$ cat src/rtl/nhp_pkg.sv
// ----------------------------------------------------------------------------
// nhp_pkg: shared definitions for the nonlinear Hamming parity encoder
// Field size, code layout constants and the data-bit to code-position map.
// ----------------------------------------------------------------------------
`default_nettype none

package nhp_pkg;

   // Field and code layout
   localparam int FIELD_BITS     = 6;
   localparam int DATA_BITS      = 32;
   localparam int CODE_POSITIONS = 38;
   localparam int POS_BITS       = 6;
   localparam int POLY_RESET     = 67;

   typedef logic [POS_BITS-1:0] pos_type;
   typedef pos_type [DATA_BITS-1:0] pos_map_type;

   // Return the 1-based code position of data bit idx: data fills the
   // positions that are not powers of two, in ascending order.
   function automatic pos_type data_pos(input int idx);
      int cnt;
      pos_type res;
      cnt = 0;
      res = '0;
      for (int p = 1; p <= CODE_POSITIONS; p++) begin
         if ((p & (p - 1)) != 0) begin
            if (cnt == idx) begin
               res = POS_BITS'(p);
            end
            cnt++;
         end
      end
      return res;
   endfunction

   // Build the full position table once at elaboration
   function automatic pos_map_type build_pos_map();
      pos_map_type map;
      for (int i = 0; i < DATA_BITS; i++) begin
         map[i] = data_pos(i);
      end
      return map;
   endfunction

   localparam pos_map_type DATA_POS_MAP = build_pos_map();

endpackage

`default_nettype wire

$ cat src/rtl/nhp_gf_mult.sv
// ----------------------------------------------------------------------------
// nhp_gf_mult: registered GF(2^m) multiply stage
// Carry-less product of two field elements, reduced by the field polynomial,
// held in an output register with its own valid bit and stall handshake.
// A side value travels alongside the product unchanged.
// ----------------------------------------------------------------------------
`default_nettype none

module nhp_gf_mult #(
   parameter int FIELD_BITS = nhp_pkg::FIELD_BITS
) (
   input  wire logic                  clock,
   input  wire logic                  reset,
   input  wire logic [FIELD_BITS-1:0] poly,
   input  wire logic                  in_valid,
   output logic                       in_ready,
   input  wire logic [FIELD_BITS-1:0] in_a,
   input  wire logic [FIELD_BITS-1:0] in_b,
   input  wire logic [FIELD_BITS-1:0] in_side,
   output logic                       out_valid,
   input  wire logic                  out_ready,
   output logic [FIELD_BITS-1:0]      out_prod,
   output logic [FIELD_BITS-1:0]      out_side
);
   import nhp_pkg::*;

   localparam int PROD_BITS = 2 * FIELD_BITS - 1;

   logic [PROD_BITS-1:0]  poly_full;
   logic [PROD_BITS-1:0]  prod;
   logic [FIELD_BITS-1:0] prod_in;
   logic                  valid_ff;
   logic                  valid_in;
   logic [FIELD_BITS-1:0] prod_ff;
   logic [FIELD_BITS-1:0] side_ff;

   // Multiply carry-less, then fold the high terms back from the top down
   always_comb begin
      poly_full = PROD_BITS'({1'b1, poly});
      prod = '0;
      for (int i = 0; i < FIELD_BITS; i++) begin
         if (in_b[i]) begin
            prod = prod ^ (PROD_BITS'(in_a) << i);
         end
      end
      for (int k = PROD_BITS - 1; k >= FIELD_BITS; k--) begin
         if (prod[k]) begin
            prod = prod ^ (poly_full << (k - FIELD_BITS));
         end
      end
      prod_in = prod[FIELD_BITS-1:0];
   end

   // Take a new transaction when the register is empty or draining
   assign in_ready = !valid_ff || out_ready;
   assign valid_in = in_ready ? in_valid : valid_ff;

   always_ff @(posedge clock) begin
      if (reset) begin
         valid_ff <= 1'b0;
      end else begin
         valid_ff <= valid_in;
      end
   end

   // Load payload only on an accepted transaction
   always_ff @(posedge clock) begin
      if (in_valid && in_ready) begin
         prod_ff <= prod_in;
         side_ff <= in_side;
      end
   end

   assign out_valid = valid_ff;
   assign out_prod  = prod_ff;
   assign out_side  = side_ff;

endmodule

`default_nettype wire

$ cat src/rtl/nonlinear_hamming_parity_top.sv
// ----------------------------------------------------------------------------
// nonlinear_hamming_parity_top: robust nonlinear Hamming parity encoder
// Linear Hamming check bits of a 32-bit word and their cube in GF(2^6).
// ----------------------------------------------------------------------------
// The encoder accepts one 32-bit word per clock while not stalled and
// returns the six linear Hamming check bits (data placed in the non-power-
// of-two positions 3..38) together with their cube modulo the programmed
// field polynomial. The three register stages are the check-bit XOR tree,
// the squaring multiplier and the cubing multiplier; each stage holds its
// own valid bit, so a stalled output fills the pipeline before the input
// stalls and sustained throughput is one transaction per cycle. Bit 6 of the
// polynomial register is ignored: the x^6 term is always taken as present.
// Write the polynomial only while no transaction is in flight.
// ----------------------------------------------------------------------------
`default_nettype none

module nonlinear_hamming_parity_top #(
   parameter int FIELD_BITS = nhp_pkg::FIELD_BITS
) (
   input  wire logic                                clock,
   input  wire logic                                reset,
   // configuration
   input  wire logic                                csr_we,
   input  wire logic [FIELD_BITS:0]                 csr_wdata,   // reduction_poly
   // input stream
   input  wire logic                                req_tvalid,
   output logic                                     req_tready,
   input  wire logic [nhp_pkg::DATA_BITS-1:0]       req_tdata,   // data_word
   // result stream
   output logic                                     rsp_tvalid,
   input  wire logic                                rsp_tready,
   // linear_parity, robust_parity, zero fill
   output logic [((2*FIELD_BITS+7)/8)*8-1:0]        rsp_tdata
);
   import nhp_pkg::*;

   localparam int RSP_BITS = ((2 * FIELD_BITS + 7) / 8) * 8;

   logic [FIELD_BITS-1:0] poly_ff;
   logic [FIELD_BITS-1:0] lin_in;
   logic [FIELD_BITS-1:0] lin_ff;
   logic                  v1_ff;
   logic                  v1_in;
   logic                  s1_ready;
   logic                  sq_in_ready;
   logic                  sq_valid;
   logic                  cube_in_ready;
   logic [FIELD_BITS-1:0] sq_prod;
   logic [FIELD_BITS-1:0] sq_lin;
   logic [FIELD_BITS-1:0] cube_prod;
   logic [FIELD_BITS-1:0] cube_lin;

   // Hold the field polynomial low terms
   always_ff @(posedge clock) begin
      if (reset) begin
         poly_ff <= FIELD_BITS'(POLY_RESET);
      end else if (csr_we) begin
         poly_ff <= csr_wdata[FIELD_BITS-1:0];
      end
   end

   // Stage 1: XOR the code positions of all set data bits
   always_comb begin
      lin_in = '0;
      for (int i = 0; i < DATA_BITS; i++) begin
         if (req_tdata[i]) begin
            lin_in = lin_in ^ DATA_POS_MAP[i][FIELD_BITS-1:0];
         end
      end
   end

   assign s1_ready   = !v1_ff || sq_in_ready;
   assign req_tready = s1_ready;
   assign v1_in      = s1_ready ? req_tvalid : v1_ff;

   always_ff @(posedge clock) begin
      if (reset) begin
         v1_ff <= 1'b0;
      end else begin
         v1_ff <= v1_in;
      end
   end

   always_ff @(posedge clock) begin
      if (req_tvalid && s1_ready) begin
         lin_ff <= lin_in;
      end
   end

   // Stage 2: square the linear parity
   nhp_gf_mult #(.FIELD_BITS(FIELD_BITS)) u_square (
      .clock     (clock),
      .reset     (reset),
      .poly      (poly_ff),
      .in_valid  (v1_ff),
      .in_ready  (sq_in_ready),
      .in_a      (lin_ff),
      .in_b      (lin_ff),
      .in_side   (lin_ff),
      .out_valid (sq_valid),
      .out_ready (cube_in_ready),
      .out_prod  (sq_prod),
      .out_side  (sq_lin)
   );

   // Stage 3: multiply by the square to form the cube; this is the output register
   nhp_gf_mult #(.FIELD_BITS(FIELD_BITS)) u_cube (
      .clock     (clock),
      .reset     (reset),
      .poly      (poly_ff),
      .in_valid  (sq_valid),
      .in_ready  (cube_in_ready),
      .in_a      (sq_lin),
      .in_b      (sq_prod),
      .in_side   (sq_lin),
      .out_valid (rsp_tvalid),
      .out_ready (rsp_tready),
      .out_prod  (cube_prod),
      .out_side  (cube_lin)
   );

   // Pack the result fields, linear parity lowest
   assign rsp_tdata = RSP_BITS'({cube_prod, cube_lin});

endmodule

`default_nettype wire

$ cat config.mk
export PLATFORM = sky130hd
export DESIGN_NAME = nonlinear_hamming_parity_top
export DESIGN_NICKNAME = d
export VERILOG_FILES = /design/src/rtl/nhp_pkg.sv /design/src/rtl/nhp_gf_mult.sv /design/src/rtl/nonlinear_hamming_parity_top.sv
export SDC_FILE = /design/constraint.sdc
export NUM_CORES = 1
export LEC_CHECK = 0
export ABC_CLOCK_PERIOD_IN_PS = 3400
export BUFFER_PORTS_ARGS = -buffer_cell sky130_fd_sc_hd__buf_2
export CELL_PAD_IN_SITES_DETAIL_PLACEMENT = 0
export CELL_PAD_IN_SITES_GLOBAL_PLACEMENT = 2
export CORE_MARGIN = 10
export CORE_UTILIZATION = 35
export CTS_BUF_LIST = sky130_fd_sc_hd__clkbuf_8
export DETAILED_ROUTE_END_ITERATION = 10
export PLACE_DENSITY_LB_ADDON = 0.25
export SLEW_MARGIN = 25
export SYNTH_ARGS = -nofsm -noshare
export SYNTH_HDL_FRONTEND = slang
export SYNTH_SLANG_ARGS = --single-unit
$ cat constraint.sdc
create_clock -name clock -period 3.4 [get_ports clock]
set_clock_uncertainty 0.1 [all_clocks]
set_input_delay 0 -clock clock [delete_from_list [all_inputs] [get_ports clock]]
set_output_delay 0 -clock clock [all_outputs]
set_load 0.005 [all_outputs]
After elaboration in Yosys (flattened, before gate mapping)
Index checks and enable logic that the tools add are counted.

Reductions and logical operators: 9. Bitwise operators: 51. Multiplexer cells: 54.

Operators with widths (count): 2-to-1 mux 11 bit (10); 2-to-1 mux 5 bit (15); 2-to-1 mux 6 bit (10); inverter 3 bit (13); 2-to-1 mux 4 bit (7); inverter 2 bit (12); XOR 11 x 10 -> 11 bit (2); XOR 11 bit (2); XOR 11 x 7 -> 11 bit (2); XOR 11 x 8 -> 11 bit (2); XOR 11 x 9 -> 11 bit (2); 2-to-1 mux 10 bit (2); inverter 4 bit (5); XOR 10 bit (2); 2-to-1 mux 9 bit (2); XOR 9 bit (2); 2-to-1 mux 8 bit (2); XOR 8 bit (2); 2-to-1 mux 7 bit (2); XOR 7 bit (2); XOR 6 bit (2); 2-to-1 mux 3 bit (3); inverter 5 bit (1); logical AND 1 bit (3); 3 further kinds (7).

Output and inout bits: 18. Register bits after elaboration: 39. Logic and storage cells: 123.

Longest topological paths before layout
Depth in word-level cells: 63. Depth in mapped cells: 11. Gate-level depth less buffers: 9.

By module
Synthesis repeated with hierarchy kept, for this count alone.

Cell total of the unflattened synthesis: 459. Area total of the unflattened synthesis: 4046.4 um^2.

Modules (own cells, without submodules): nhp_gf_mult (instances 2, seq. area each 380.4 um^2, area an instance 1508.9 um^2, cells an instance 187); nonlinear_hamming_parity_top (instances 1, seq. area each 320.3 um^2, area an instance 1028.5 um^2, cells an instance 85).

Worst setup path after synthesis
No wires, ideal clock.

Kind: register -> register. Start: register u_square.prod_ff[4], in the netlist u_square.out_prod[4]. End: register u_cube.prod_ff[3], in the netlist u_cube.out_prod[3], data pin. Required time: 3042 ps. Slack: 788 ps. Path buffers: 0. Arrival: 2254 ps. Cell stages (with the launch flop): 10. Cells stage by stage: edfxtp_1 > or3b_1 > a21oi_1 > o21ai_1 > xor2_1 > o21ai_0 > o211ai_1 > o31ai_1 > a31o_1 > xnor2_1.

Word-level cells in the longest chain between the ends: 13.

Ends and longest elaborated chain: start, declared (line nhp_gf_mult.sv:34) `logic [FIELD_BITS-1:0] prod_ff;`; start signal, assigned (line nhp_gf_mult.sv:69) `prod_ff <= prod_in;`; 2-to-1 mux 11 bit * (line nhp_gf_mult.sv:42) `if (in_b[i]) begin`; XOR 11 bit (line nhp_gf_mult.sv:43) `prod = prod ^ (PROD_BITS'(in_a) << i);`; 2-to-1 mux 11 bit * (line nhp_gf_mult.sv:42); XOR 10 bit (line nhp_gf_mult.sv:48) `prod = prod ^ (poly_full << (k - FIELD_BITS));`; 2-to-1 mux 10 bit * (line nhp_gf_mult.sv:47) `if (prod[k]) begin`; XOR 9 bit (line nhp_gf_mult.sv:48); 2-to-1 mux 9 bit * (line nhp_gf_mult.sv:47); XOR 8 bit (line nhp_gf_mult.sv:48); 2-to-1 mux 8 bit * (line nhp_gf_mult.sv:47); XOR 7 bit (line nhp_gf_mult.sv:48); 2-to-1 mux 7 bit * (line nhp_gf_mult.sv:47); XOR 6 bit (line nhp_gf_mult.sv:48); 2-to-1 mux 6 bit * (line nhp_gf_mult.sv:47); via u_cube.prod[3] (line nhp_gf_mult.sv:30) `logic [PROD_BITS-1:0] prod;`; end signal, assigned (line nhp_gf_mult.sv:69); end, declared (line nhp_gf_mult.sv:34).

The timed path passes the listed nets; every way through them passes the cells marked *. A chain may end at the register's enable or synchronous reset.

Final worst setup path
Start: register u_square.side_ff[5], in the netlist u_square.out_side[5]. End: register u_cube.prod_ff[5], in the netlist u_cube.out_prod[5], data pin.

Word-level cells in the longest chain between the ends: 21.

Ends and longest elaborated chain: start, declared (line nhp_gf_mult.sv:35) `logic [FIELD_BITS-1:0] side_ff;`; start signal, assigned (line nhp_gf_mult.sv:70) `side_ff <= in_side;`; 2-to-1 mux 6 bit (line nhp_gf_mult.sv:42); XOR 11 x 7 -> 11 bit (line nhp_gf_mult.sv:43); 2-to-1 mux 11 bit (line nhp_gf_mult.sv:42); XOR 11 x 8 -> 11 bit (line nhp_gf_mult.sv:43); 2-to-1 mux 11 bit (line nhp_gf_mult.sv:42); XOR 11 x 9 -> 11 bit (line nhp_gf_mult.sv:43); 2-to-1 mux 11 bit (line nhp_gf_mult.sv:42); XOR 11 x 10 -> 11 bit (line nhp_gf_mult.sv:43); (+6 left out); 2-to-1 mux 9 bit * (line nhp_gf_mult.sv:47); XOR 8 bit (line nhp_gf_mult.sv:48); 2-to-1 mux 8 bit * (line nhp_gf_mult.sv:47); XOR 7 bit (line nhp_gf_mult.sv:48); 2-to-1 mux 7 bit * (line nhp_gf_mult.sv:47); XOR 6 bit (line nhp_gf_mult.sv:48); 2-to-1 mux 6 bit * (line nhp_gf_mult.sv:47); via u_cube.prod[5] (line nhp_gf_mult.sv:30).

Marks and branches as above.

==> run_results.csv <==
group,metric,value,unit
yosys,synthTopCellsByArea,"edfxtp_1 (28%), xnor2_1 (27%), nand2_1 (8.9%)",
yosys,ys_seq_elements,39,
sta,period_share,0.8482,
placement,dpl_cell_area,3566,sq um
clock_network,clk_latency,290,ps
clock_network,clockRootBuffer,"clkbuf_8",
grt,grt_max_degree,23,
power_and_ir_drop,p_comb_frac,0.548,
routing,postRouteAntennaNets,0,
yosys,ys_seq_area_frac,0.3400,
die,die_h,115.3,microns
routing,vias,2461,
critical_path,cp.required,3350,ps
placement,io_buffers,56,
sta,worst_pin_slew,718.0,ps
power_and_ir_drop,seq_power_share,0.327,
yosys,ys_top_cells_by_count,"xnor2_1 (97), nand2_1 (75), edfxtp_1 (30)",
yosys,synth_edf_count,30,
run_status,status,"completed",
die,ios,62,
critical_path,reg2reg_from,"u_square.out_side[5]",
critical_path,endpoint_kind,"flip-flop",
critical_path,crit_fanout,14,
sta,finalSetupViolCount,0,
routing,first_pass_iters,4,
critical_path,critPathLaunch,"u_square.out_side[5]",
routing,drc,0,
clock_network,clock-sinks,39,
power_and_ir_drop,max-vdd-ir-drop,216.5,uV
yosys,synth.largest_area_cell,"edfxtp_1",
sta,post-route-min-period,2884,ps
critical_path,reg2reg_depth,9,
yosys,ys_async_sr_fraction,0,
yosys,synth_ff_type,"edfxtp_1",
critical_path,cp.arrival,2830,ps
die,die_w,115.3,microns
sta,setup_tns,0,ps
sta,rsz0062_at_grt,"no",
clock_network,cts_resized,0,
placement,place_ws,526.9,ps
routing,drt_wl_total,7462,microns
critical_path,worstSetupPathType,"reg -> reg",
final_layout,nets,468,
power_and_ir_drop,p_sw,926.8,uW
grt,first_global_vias,2644,
sta,fin_ws,516.2,ps
final_layout,fin_area,3877,sq um
die,core,8763,sq um
die,die-area,13300,sq um
final_layout,drive_gt1_frac,0.1835,
yosys,synth.cell_area,3179,sq um
final_layout,diodes,0,
die,num_rows,34,
clock_network,cts_tree,"built",
sta,hold_viol_final,0,
yosys,yosysWarningCount,0,
yosys,avgSynthCellArea,9.136,sq um
routing,drtIter0Drc,100,
grt,grt.total_usage,0.1163,
grt,grt_overflow,0,
yosys,synth_top_area_share,0.2834,
clock_network,cts_setup_buffers,0,
flow_run,maxCapViolations,0,
clock_network,clkSlewWorstSetupHoldPaths,80,ps
power_and_ir_drop,p_clk_frac,0.125,
placement,dp.cells,502,
yosys,synth.most_common_cell,"xnor2_1",
grt,grt_pass1_wl,12600,microns
critical_path,crit_end,"u_cube.out_prod[5]",
placement,gp_congestion,0.7383,
clock_network,htreeDepth,2,
power_and_ir_drop,p_sw_frac,0.3759,
sta,relSlewSlack,0.5191,
routing,wl_per_cell,14.00,microns
clock_network,cts_buffer_depth,2,
critical_path,crit_path_start_kind,"flip-flop",
sta,drv_slew,0,
power_and_ir_drop,power_density,635.8,nW/um^2
yosys,synthCells,348,
power_and_ir_drop,internal_power,1539,uW
min_path,min_path_type,"in -> reg",
die,initial_core_util,0.3628,
power_and_ir_drop,leakage,0.001484,uW
sta,fmax,0.3468,GHz
yosys,synthDistinctLibCells,44,
clock_network,cts_hold_buf,23,
clock_network,cts_buffers,5,
final_layout,area_delta_synth_final,21.96,%
placement,place_hpwl,5714,microns
final_layout,final_cells,533,
grt,antenna_found_initial,0,
routing,viasPerCell,4.617,
critical_path,reg2reg_to,"u_cube.out_prod[5]",
critical_path,rrSetupSlack,520,ps
flip-flops by register name, indices dropped and copies added (netlist names):
signal,flops
lin_ff,6
u_cube.out_prod,6
u_square.out_side,6
u_square.out_prod,6
u_cube.out_side,6
v1_ff,1
u_cube.out_valid,1
poly_ff,6
u_square.out_valid,1
cell usage in the layout (no fill, tap or decap), types with 3 or more instances in the layout:
cell	instances
xnor2_1	97
nand2_1	75
buf_2	56
edfxtp_1	30
xor2_1	26
dlygate4sd3_1	23
o21ai_0	11
nor2_1	9
buf_4	9
dfxtp_1	9
mux2i_1	8
inv_1	8
a21oi_1	5
clkbuf_8	5
nand3_1	4
o211ai_1	4
a31oi_1	4
conb_1	4
nand3b_1	3
worst max-delay path: stages, from the launching register on:
cell      delay (ps)
edfxtp_1         600
and2_0           250
a32o_1           240
o21ai_1          210
xnor3_1          440
a31oi_2          260
a21oi_2           90
nand3b_1         170
xnor2_1          200
xnor2_1           90
per-layer routing:
metal | wire length [microns] | vias up | GRT usage
met1 | 3320 | 1106 | 0.1380
met4 | 46 | 0 | 0.01898
met5 | 0 | - | 0
met2 | 3603 | 65 | 0.2035
li1 | - | 1284 | -
met3 | 492 | 6 | 0.03646
cells by family (layout without fill, tap and decap cells):
logic type | count (synthesis) | in the layout | synth area share
flip-flops | 39 | 39 | 0.3400
buffers and inverters | 28 | 102 | 0.04093
multiplexers | 9 | 9 | 0.02873
adder cells (fa/ha/maj) | 1 | 1 | 0.003148
AND/OR/NAND/NOR | 103 | 103 | 0.1389
other | 1 | 4 | 0.001180
XOR/XNOR | 127 | 127 | 0.3632
AO/OA/AOI/OAI | 40 | 40 | 0.08382
power groups by stage:
stage	logic, uW	registers [uW]	clock network, uW
CTS	1370	811	322
detailed placement	1340	821	0
floorplan	1150	762	0
finish	1350	807	307
global route	1500	828	339
global placement	1330	822	0
worst min-delay path by stage:
| stage | startpoint | endpoint | cells after the start |
|---|---|---|---|
| 2_1_floorplan | csr_wdata[0] | poly_ff[0] | 2 |
| 3_3_place_gp | csr_wdata[0] | poly_ff[0] | 3 |
| 3_5_place_dp | csr_wdata[0] | poly_ff[0] | 3 |
| 4_1_cts | req_tdata[28] | lin_ff[5] | 3 |
| 5_1_grt | req_tdata[28] | lin_ff[5] | 3 |
| 6_report | req_tdata[28] | lin_ff[5] | 3 |
cell type report:
class,instances,area (sq um)
sequential,39,1081
tap,108,135.1
inverter,6,22.52
fill,878,4886
clock inverter,3,12.51
multi-input combinational,284,1979
clock buffer,5,68.82
timing repair buffer,88,578.1
per-stage QoR:
step           power (uW)    util  hold slack [ps]
4_1_cts              2499  0.4425            13.37
3_3_place_gp         2155  0.4069            116.7
3_5_place_dp         2164  0.4069            122.9
2_1_floorplan        1907       -            28.19
5_1_grt              2670  0.4425            27.41
6_report             2465  0.4425            20.62
Power figures use the tool's default switching activity.
